==> src/hw/rtl/serpentine_led_panel_mapper_macros.svh <==
// Assertion macros used by the serpentine panel mapper top level.
`ifndef SERPENTINE_LED_PANEL_MAPPER_MACROS_SVH
`define SERPENTINE_LED_PANEL_MAPPER_MACROS_SVH

// Same-cycle implication, checked on clk outside reset.
`define SLPM_ASSERT_NOW(label, ante, cons, msg) \
  label: assert property (@(posedge clk) disable iff (!rst_n) (ante) |-> (cons)) \
    else $error(msg);

// Next-cycle implication, checked on clk outside reset.
`define SLPM_ASSERT_NEXT(label, ante, cons, msg) \
  label: assert property (@(posedge clk) disable iff (!rst_n) (ante) |=> (cons)) \
    else $error(msg);

`endif

==> src/hw/rtl/slpm_pkg.sv <==
// Types, sizes and register codes of the serpentine panel mapper.
package slpm_pkg;

  localparam int MAX_PANEL_DIM = 64;
  localparam int MAX_PANELS    = 8;
  localparam int INDEX_BITS    = 16;

  localparam int IDX_W   = INDEX_BITS;
  localparam int CNT_W   = $clog2(MAX_PANEL_DIM);
  localparam int PS_W    = (MAX_PANELS > 1) ? $clog2(MAX_PANELS) : 1;
  localparam int PW_W    = 7;
  localparam int PC_W    = 4;
  localparam int PH_W    = 7;
  localparam int STR_W   = 10;
  localparam int BASE_W  = 16;
  localparam int PIX_W   = 16;
  localparam int LIGHT_W = 15;
  localparam int CFG_DW  = 16;
  localparam int CFG_AW  = 3;

  localparam logic [PW_W-1:0]   RST_COLS_PER_PANEL = PW_W'(8);
  localparam logic [PC_W-1:0]   RST_NUM_PANELS     = PC_W'(1);
  localparam logic [PH_W-1:0]   RST_ROWS_PER_PANEL = PH_W'(8);
  localparam logic [STR_W-1:0]  RST_ROW_STRIDE     = STR_W'(8);
  localparam logic              RST_RIGHT_TO_LEFT  = 1'b0;
  localparam logic              RST_START_UPWARD   = 1'b0;
  localparam logic [BASE_W-1:0] RST_BASE_OFFSET    = '0;

  typedef enum logic [CFG_AW-1:0] {
    REG_COLS_PER_PANEL = 3'd0,
    REG_NUM_PANELS     = 3'd1,
    REG_ROWS_PER_PANEL = 3'd2,
    REG_ROW_STRIDE     = 3'd3,
    REG_RIGHT_TO_LEFT  = 3'd4,
    REG_START_UPWARD   = 3'd5,
    REG_BASE_OFFSET    = 3'd6
  } slpm_reg_t;

  typedef struct packed {
    logic [PW_W-1:0]   cols_per_panel;
    logic [PC_W-1:0]   num_panels;
    logic [PH_W-1:0]   rows_per_panel;
    logic [STR_W-1:0]  row_stride;
    logic              right_to_left;
    logic              start_upward;
    logic [BASE_W-1:0] base_offset;
  } slpm_cfg_t;

  // Coordinates of one light, handed from the walker to the index adder.
  typedef struct packed {
    logic [IDX_W-1:0]   row;
    logic [IDX_W-1:0]   pan_col;
    logic [LIGHT_W-1:0] light;
    logic               last;
  } slpm_coord_t;

endpackage

==> src/hw/rtl/serpentine_led_panel_mapper.sv <==
// Top level of the serpentine LED panel mapper: registers, handshake, index sum.
//   channel  direction  handshake           payload
//   in       input      in_valid/in_stall   in_restart
//   out      output     out_valid/out_stall out_pixel_index, out_light_number, out_last_light
//   cfg      input      cfg_we              cfg_addr, cfg_wdata
// One request per clock while in_stall is low; each passes the walker register, then the output register.
// Per-light work is the walker's counter update plus one multiply-add per stage.
// Synchronous active-low reset restores register defaults and the sequence start.
// A stalled output holds; one further request is still taken into the walker stage.
`include "serpentine_led_panel_mapper_macros.svh"

module serpentine_led_panel_mapper import slpm_pkg::*; (
  input  logic               clk,
  input  logic               rst_n,
  input  logic               in_valid,
  output logic               in_stall,
  input  logic               in_restart,
  output logic               out_valid,
  input  logic               out_stall,
  output logic [PIX_W-1:0]   out_pixel_index,
  output logic [LIGHT_W-1:0] out_light_number,
  output logic               out_last_light,
  input  logic               cfg_we,
  input  logic [CFG_AW-1:0]  cfg_addr,
  input  logic [CFG_DW-1:0]  cfg_wdata
);

  slpm_cfg_t          cfg_r, cfg_nxt;
  slpm_coord_t        coord;
  logic               s1_valid_r, s1_valid_nxt;
  logic               out_valid_r, out_valid_nxt;
  logic [PIX_W-1:0]   pix_r;
  logic [LIGHT_W-1:0] light_r;
  logic               last_r;
  logic               out_adv, accept;
  logic [IDX_W-1:0]   idx;

  always_comb begin
    cfg_nxt = cfg_r;
    if (cfg_we) begin
      unique case (cfg_addr)
        REG_COLS_PER_PANEL: cfg_nxt.cols_per_panel = cfg_wdata[PW_W-1:0];
        REG_NUM_PANELS:     cfg_nxt.num_panels     = cfg_wdata[PC_W-1:0];
        REG_ROWS_PER_PANEL: cfg_nxt.rows_per_panel = cfg_wdata[PH_W-1:0];
        REG_ROW_STRIDE:     cfg_nxt.row_stride     = cfg_wdata[STR_W-1:0];
        REG_RIGHT_TO_LEFT:  cfg_nxt.right_to_left  = cfg_wdata[0];
        REG_START_UPWARD:   cfg_nxt.start_upward   = cfg_wdata[0];
        REG_BASE_OFFSET:    cfg_nxt.base_offset    = cfg_wdata[BASE_W-1:0];
        default:            cfg_nxt = cfg_r;
      endcase
    end
  end

  always_ff @(posedge clk) begin
    if (!rst_n) begin
      cfg_r.cols_per_panel <= RST_COLS_PER_PANEL;
      cfg_r.num_panels     <= RST_NUM_PANELS;
      cfg_r.rows_per_panel <= RST_ROWS_PER_PANEL;
      cfg_r.row_stride     <= RST_ROW_STRIDE;
      cfg_r.right_to_left  <= RST_RIGHT_TO_LEFT;
      cfg_r.start_upward   <= RST_START_UPWARD;
      cfg_r.base_offset    <= RST_BASE_OFFSET;
    end else begin
      cfg_r <= cfg_nxt;
    end
  end

  assign out_adv  = !out_valid_r || !out_stall;
  assign in_stall = s1_valid_r && !out_adv;
  assign accept   = in_valid && !in_stall;

  slpm_walker u_walker (
    .clk     (clk),
    .rst_n   (rst_n),
    .cfg     (cfg_r),
    .accept  (accept),
    .restart (in_restart),
    .coord   (coord)
  );

  always_comb begin
    s1_valid_nxt  = accept ? 1'b1 : (out_adv ? 1'b0 : s1_valid_r);
    out_valid_nxt = out_adv ? s1_valid_r : out_valid_r;
    idx = IDX_W'(cfg_r.base_offset) + IDX_W'(coord.row * IDX_W'(cfg_r.row_stride))
          + coord.pan_col;
  end

  always_ff @(posedge clk) begin
    if (!rst_n) begin
      s1_valid_r  <= 1'b0;
      out_valid_r <= 1'b0;
    end else begin
      s1_valid_r  <= s1_valid_nxt;
      out_valid_r <= out_valid_nxt;
    end
  end

  always_ff @(posedge clk) begin
    if (out_adv && s1_valid_r) begin
      pix_r   <= PIX_W'(idx);
      light_r <= coord.light;
      last_r  <= coord.last;
    end
  end

  assign out_valid        = out_valid_r;
  assign out_pixel_index  = pix_r;
  assign out_light_number = light_r;
  assign out_last_light   = last_r;

  `SLPM_ASSERT_NEXT(a_accept_fills_s1, accept, s1_valid_r, "request lost")
  `SLPM_ASSERT_NOW(a_full_stalls, s1_valid_r && out_valid_r && out_stall, in_stall, "no stall")
  `SLPM_ASSERT_NEXT(a_restart_first, accept && in_restart, coord.light == '0, "restart not first")

endmodule

==> src/hw/rtl/slpm_walker.sv <==
// Serpentine traversal state and first-stage coordinate register.
module slpm_walker import slpm_pkg::*; (
  input  logic        clk,
  input  logic        rst_n,
  input  slpm_cfg_t   cfg,
  input  logic        accept,
  input  logic        restart,
  output slpm_coord_t coord
);

  logic [CNT_W-1:0]   cc_r, cc_nxt, cc;
  logic [CNT_W-1:0]   rc_r, rc_nxt, rc;
  logic [PS_W-1:0]    ps_r, ps_nxt, ps;
  logic [LIGHT_W-1:0] lc_r, lc_nxt, lc;
  logic               gl_r, gl_nxt, gl;
  logic               gu_r, gu_nxt, gu;
  slpm_coord_t        coord_r, coord_nxt;

  logic [PW_W-1:0]  w;
  logic [PH_W-1:0]  h;
  logic [PC_W-1:0]  pc;
  logic [IDX_W-1:0] col, row, pan;
  logic             end_col, end_row, end_pan;

  always_comb begin
    if (cfg.cols_per_panel == '0) w = PW_W'(1);
    else if (int'(cfg.cols_per_panel) > MAX_PANEL_DIM) w = PW_W'(MAX_PANEL_DIM);
    else w = cfg.cols_per_panel;

    if (cfg.rows_per_panel == '0) h = PH_W'(1);
    else if (int'(cfg.rows_per_panel) > MAX_PANEL_DIM) h = PH_W'(MAX_PANEL_DIM);
    else h = cfg.rows_per_panel;

    if (cfg.num_panels == '0) pc = PC_W'(1);
    else if (int'(cfg.num_panels) > MAX_PANELS) pc = PC_W'(MAX_PANELS);
    else pc = cfg.num_panels;
  end

  always_comb begin
    cc = restart ? '0 : cc_r;
    rc = restart ? '0 : rc_r;
    ps = restart ? '0 : ps_r;
    lc = restart ? '0 : lc_r;
    gl = restart ? cfg.right_to_left : gl_r;
    gu = restart ? cfg.start_upward : gu_r;

    // mirrored coordinates wrap modulo the index width
    col = gl ? IDX_W'(w) - IDX_W'(1) - IDX_W'(cc) : IDX_W'(cc);
    row = gu ? IDX_W'(h) - IDX_W'(1) - IDX_W'(rc) : IDX_W'(rc);
    pan = cfg.right_to_left ? IDX_W'(pc) - IDX_W'(1) - IDX_W'(ps) : IDX_W'(ps);

    end_col = (IDX_W'(cc) + IDX_W'(1)) >= IDX_W'(w);
    end_row = (IDX_W'(rc) + IDX_W'(1)) >= IDX_W'(h);
    end_pan = (IDX_W'(ps) + IDX_W'(1)) >= IDX_W'(pc);

    coord_nxt.row     = row;
    coord_nxt.pan_col = IDX_W'(pan * IDX_W'(w)) + col;
    coord_nxt.light   = lc;
    coord_nxt.last    = end_col && end_row && end_pan;

    lc_nxt = lc + LIGHT_W'(1);
    cc_nxt = cc;
    rc_nxt = rc;
    ps_nxt = ps;
    gl_nxt = gl;
    gu_nxt = gu;
    if (!end_col) begin
      cc_nxt = cc + CNT_W'(1);
    end else begin
      cc_nxt = '0;
      gl_nxt = !gl;
      if (!end_row) begin
        rc_nxt = rc + CNT_W'(1);
      end else begin
        rc_nxt = '0;
        gu_nxt = !gu;
        gl_nxt = cfg.right_to_left;
        if (!end_pan) begin
          ps_nxt = ps + PS_W'(1);
        end else begin
          ps_nxt = '0;
          lc_nxt = '0;
          gl_nxt = cfg.right_to_left;
          gu_nxt = cfg.start_upward;
        end
      end
    end
  end

  always_ff @(posedge clk) begin
    if (!rst_n) begin
      cc_r <= '0;
      rc_r <= '0;
      ps_r <= '0;
      lc_r <= '0;
      gl_r <= RST_RIGHT_TO_LEFT;
      gu_r <= RST_START_UPWARD;
    end else if (accept) begin
      cc_r <= cc_nxt;
      rc_r <= rc_nxt;
      ps_r <= ps_nxt;
      lc_r <= lc_nxt;
      gl_r <= gl_nxt;
      gu_r <= gu_nxt;
    end
  end

  always_ff @(posedge clk) begin
    if (accept) begin
      coord_r <= coord_nxt;
    end
  end

  assign coord = coord_r;

endmodule

==> config.mk <==
export PLATFORM = sky130hd
export DESIGN_NAME = serpentine_led_panel_mapper
export DESIGN_NICKNAME = d
export VERILOG_FILES = /design/src/hw/rtl/slpm_pkg.sv /design/src/hw/rtl/serpentine_led_panel_mapper.sv /design/src/hw/rtl/slpm_walker.sv
export VERILOG_INCLUDE_DIRS = /design/src /design/src/hw/rtl
export SDC_FILE = /design/constraint.sdc
export NUM_CORES = 1
export LEC_CHECK = 0
export CORE_UTILIZATION = 40
export DETAILED_ROUTE_END_ITERATION = 8
export DONT_BUFFER_PORTS = 1
export PLACE_DENSITY = 0.54
export SETUP_SLACK_MARGIN = 0.15
export SYNTH_ARGS = -nofsm -noshare
export SYNTH_HDL_FRONTEND = slang
export SYNTH_SLANG_ARGS = --single-unit
export TNS_END_PERCENT = 20
==> constraint.sdc <==
create_clock -name clk -period 15.9 [get_ports clk]
set_input_delay 2.385 -clock clk [delete_from_list [all_inputs] [get_ports clk]]
set_output_delay 2.385 -clock clk [all_outputs]
set_load 0.05 [all_outputs]
==> Word-level counts from Yosys, hierarchy flattened <==
Index checks and enable logic that the tools add are counted.
{ "totals": {"reg_bits": 160, "in_bits": 25, "wordCells": 108, "output_inout_bits": 34} }
{ "op_classes": {"order_cmp": 6, "mux": 31, "n_addsub": 16, "n_reduce_logical": 24, "n_mul": 2, "n_eq_ne": 6} }
{ "ops": {"columns": ["op", "n"], "rows": [
  ["15-bit 2-to-1 mux", 4],
  ["16-bit adder", 3],
  ["6-bit 2-to-1 mux", 6],
  ["16-bit by 7-bit >= comparator with 1-bit output", 2],
  ["16-bit 2-to-1 mux", 2],
  ["16-bit by 6-bit subtractor with 16-bit output", 2],
  ["7-bit 2-to-1 mux", 4],
  ["16-bit by 4-bit >= comparator with 1-bit output", 1],
  ["16-bit by 10-bit multiplier with 16-bit output", 1],
  ["16-bit by 7-bit multiplier with 16-bit output", 1],
  ["16-bit by 3-bit subtractor with 16-bit output", 1],
  ["7-bit by 1-bit subtractor with 8-bit output, second input constant", 2],
  ["15-bit by 1-bit adder with 15-bit output, second input constant", 1],
  ["6-bit by 1-bit adder with 7-bit output, second input constant", 2],
  ["7-bit greater-than comparator, second input constant", 2],
  ["7-bit zero test", 2],
  ["2-bit AND reduction", 7],
  ["6-bit by 1-bit adder with 6-bit output, second input constant", 2],
  ["3-bit 2-to-1 mux", 4],
  ["3-bit == test, second input constant", 3],
  ["1-bit 2-to-1 mux", 9],
  ["4-bit 2-to-1 mux", 2],
  ["3-bit by 2-bit == test with 1-bit output, second input constant", 2],
  ["1-bit zero test", 6],
  ["other kinds (10)", 14]
]} }

==> Logic depth before layout (Yosys ltp) <==
{ "depth": {"ltp_word": 8, "ltp_mapped": 29, "ltp_nobuf": 28} }

==> Cells and area by module <==
From an unflattened synthesis, not the netlist that was laid out.
{ "unflattened": {"hier_cells": 1481, "hier_area_um2": 13845.8} }
{ "by_module_without_submodules": {"columns": ["mod", "area_each_um2", "instances", "cells_per_inst"], "rows": [
  ["slpm_walker", 7086.8, 1, 800],
  ["serpentine_led_panel_mapper", 6759.0, 1, 681]
]} }

==> Worst setup path before layout <==
No wires, ideal clock.
{ "synth_path": {"path_type": "input-to-reg", "from": "in in_restart", "to": "reg u_walker.coord_r (netlist bit u_walker.coord[31]), data pin", "setup_ns": 0.260, "t_arrival_ns": 7.581, "n_path_buf": 1, "stages": 25, "slack_ns": 8.059, "path_cell_list": "clkbuf_1 > inv_1 > nand2_1 > ha_1 > nor2b_1 > o21ai_0 > and2_1 > inv_1 > ha_1 > nand2_1 > nor2_1 > fa_1 > fa_1 > fa_1 > inv_1 > fa_1 > inv_1 > ha_1 > a21o_1 > a21o_1 > a31oi_1 > a21oi_1 > nor2_1 > o21ai_0 > xnor2_1"} }
{ "synth_rtl": {"columns": ["item", "line_no", "rtl"], "rows": [
  ["start: declaration", "serpentine_led_panel_mapper.sv:17", "input logic in_restart,"],
  ["end signal: assignment", "slpm_walker.sv:110", "coord_r <= coord_nxt;"],
  ["end: declaration", "slpm_walker.sv:17", "slpm_coord_t coord_r, coord_nxt;"]
]} }

==> flow_summary_export.csv <==
group,metric,value,unit
run_status,outcome,"completed",
placement,dp_hpwl,26.8,mm
sta,fin_tns_setup,0,ps
route,wl_per_cell,17.0,µm
synthesis,post-synth-top-area-fraction,23.4,%
worst_setup_path,timing.critical_path.arrival,8130,ps
power,worst_ir_drop_vdd,72.5,µV
synthesis,post_synth_inst_count,1567,
final_layout,antenna_cells_inserted,0,
route,detailed_routing_iterations_pass_1,7,
route,antenna_violating_nets_post_route,0,
final_layout,final_nets,1831,
worst_setup_path,startpoint_type_of_the_worst_setup_path,"input port",
run,max-cap-violations,0,
synthesis,synth_commonest_cells,"nand2_1, inv_1, fa_1, nor2_1, ha_1",
route,totalWireLength,34.3,mm
worst_setup_path,worstSetupPathType,"input port to register",
hold_path,min_path_type,"register to register",
grt,first_pass_grt_wire_length,56.5,mm
floorplan,core_area,35500,µm²
final_layout,syn2layout_area_growth,7.17,%
clock_network,cts_buffer_count,17,
synthesis,ys_dominant_reg_cell,"edfxtp_1",
synthesis,synth_seq_cells,160,
synthesis,synth.avg_cell_area,9.17,µm²
synthesis,synth_most_common_cell,"nand2_1",
floorplan,die_span_in_y,192,µm
sta,unrepaired_setup_endpoints_after_global_routing,"no",
clock_network,cts.sink_count,160,
grt,globalRouteTotalUtil,19.9,%
grt,via_count_of_the_first_global_routing_pass,10800,
clock_network,clk_latency,450,ps
floorplan,fp.dieArea,36700,µm²
sta,timing_hold_violations_final,0,
synthesis,yosysUniqueCellTypes,64,
floorplan,io_pins,59,
clock_network,cts_hold_repair.buffers,0,
clock_network,cts.repair.resized,0,
final_layout,post_route_cells_drive_above_1_share,3.80,%
synthesis,synthesis_warnings,0,
clock_network,cts.reportedPaths.clkPinSlew,70,ps
sta,drv_slew,0,
synthesis,synth.area.top_cells,"fa_1, edfxtp_1, dfxtp_1, ha_1, nand2_1",
power,power.density_cell_area,71.8,nW/µm²
route,vias_per_cell,5.14,
final_layout,fillCellCount,3509,
sta,worst_slew_margin,25.9,%
synthesis,synth.largest_area_cell,"fa_1",
sta,final.setup_skew,21.6,ps
clock_network,tritoncts,"yes",
grt,grt_start_max_net_pins,59,
sta,finalWorstPathRequiredPeriod,7950,ps
placement,place.gp.congestion,0.870,
worst_setup_path,required,16080,ps
clock_network,clockBufferDepth,2,
sta,setup_viol_count_final,0,
clock_network,cts_root_buffer,"clkbuf_16",
grt,grt_antenna_before_repair,0,
clock_network,post_cts_buffers,0,
final_layout,fin_util,43.4,%
synthesis,postSynth.asyncResetShare,0,%
sta,worst-slew-pin-transition,1110,ps
clock_network,cts-htree-levels,4,
sta,fmaxAchievable,0.126,GHz
floorplan,number_of_rows_created_at_floorplan,69,
floorplan,initial_core_util,40.5,%
route,route.vias.total,10300,
power,leakage,0.00655,µW
floorplan,floorplan.die.width,192,µm
synthesis,synth_area,14400,µm²
synthesis,synth-seq-area-share,27.9,%
worst_setup_path,crit_fanout,46,
placement,io_buffer_count,0,
grt,overflow,0,
route,detailedRoute.firstIterationViolations,651,
sta,timing.final.crit_share,50.0,%
route,drc_errors,0,
worst_setup_path,crit_path_end_kind,"register",
synthesis,synth-edff-count,80,
worst max-delay path: stages:
cell     delay, ps
inv_1          380
nand2_1        170
ha_1           290
nor2b_1        120
o21ai_0        220
and2_1         220
inv_1          120
ha_1           370
nand2_1        130
nor2_1         160
fa_1           470
fa_1           480
fa_1           540
inv_1           50
fa_1           520
inv_1           40
ha_1           340
a21o_1         200
a21o_1         170
a31oi_1        220
a21oi_1        100
nor2_1         140
o21ai_0        130
xnor2_1        140
metrics by stage:
step / instance area [µm²] / hold slack [ps] / instances / power, µW / setup WS, ps
2_1_floorplan: 14400 / 400 / 1572 / 659 / 8060
3_3_place_gp: 14800 / 402 / 1982 / 700 / 7650
3_5_place_dp: 14800 / 406 / 1982 / 706 / 7520
4_1_cts: 15400 / 423 / 2014 / 1120 / 7990
5_1_grt: 15400 / 426 / 2014 / 1160 / 7460
6_report: 15400 / 421 / 2014 / 1110 / 7950
cell usage in the layout, fill, tap and decap left out, types with 4 or more instances in the layout:
cell type    n
ha_1        98
clkinv_8     5
a21o_1      16
o21ai_1      4
mux2i_1     18
o21a_1       5
fa_1       168
dfxtp_1     80
nand2b_1    11
nor2b_1     37
nand2_1    221
nor4_1       5
xor2_1      16
inv_1      213
xnor2_1     58
nor3_1      12
o22ai_1      8
a21oi_1     68
a31oi_1     13
nand3_1     41
or2_2        8
and3_2       4
conb_1       6
buf_4        7
a21boi_0     6
edfxtp_1    80
clkbuf_16   17
and3_1      13
o21ai_0     38
nor3b_1      7
or3_1       14
and2_1      51
a22oi_1     10
nor2_1     133
layer usage:
metal,part of all wire (%),GRT usage [%]
met5,0,0
met4,1.8,5.80
met3,3.4,2.50
met2,47,33.0
met1,48,27.0
power breakdown:
| group | switching [µW] | internal [µW] |
|---|---|---|
| registers | 43.3 | 458 |
| clock network | 201 | 211 |
| logic | 113 | 80.2 |
| total | 358 | 749 |
cell families (layout without fill, tap and decap cells):
logic type	count (synthesis)	count (layout)	synth area share (%)
and+or+nand+nor	570	570	18.4
buffers and inverters	277	258	7.30
adders and majority gates	266	266	31.9
AOI/OAI and AO/OA	200	200	8.63
DFF	160	160	27.9
xor gates and xnor gates	74	74	4.51
muxes	19	19	1.33
other	1	6	0.0261
layout make-up:
class	count	area [µm²]	share of cell area, %
repair buffers	7	52.6	0.341
inverters	219	825	5.35
clock inverters	15	171	1.11
flip-flops and latches	160	4000	26.0
well taps	461	577	3.74
multi-input cells	1135	9350	60.7
clock buffers	17	425	2.76
path summary, 6_finish.rpt:
path / start / to / slack [ps] / depth (start not counted)
max: in_restart / u_walker.coord[31]$_DFFE_PP_ / 7950 / 24
min: u_walker.coord[11]$_DFFE_PP_ / out_light_number[10]$_DFFE_PP_ / 420 / 0
max reg2reg: cfg_r[40]$_SDFFE_PN0P_ / u_walker.coord[31]$_DFFE_PP_ / 8780 / 28
min reg2reg: u_walker.coord[11]$_DFFE_PP_ / out_light_number[10]$_DFFE_PP_ / 420 / 0
registers in the layout, indices dropped and copies added (netlist names):
register / count
u_walker.gu_r: 1
u_walker.coord: 48
out_light_number: 15
u_walker.rc_r: 6
u_walker.gl_r: 1
out_last_light: 1
u_walker.lc_r: 15
u_walker.ps_r: 3
u_walker.cc_r: 6
out_pixel_index: 16
s1_valid_r: 1
out_valid: 1
cfg_r: 46
(Power assumes the default switching activity.)
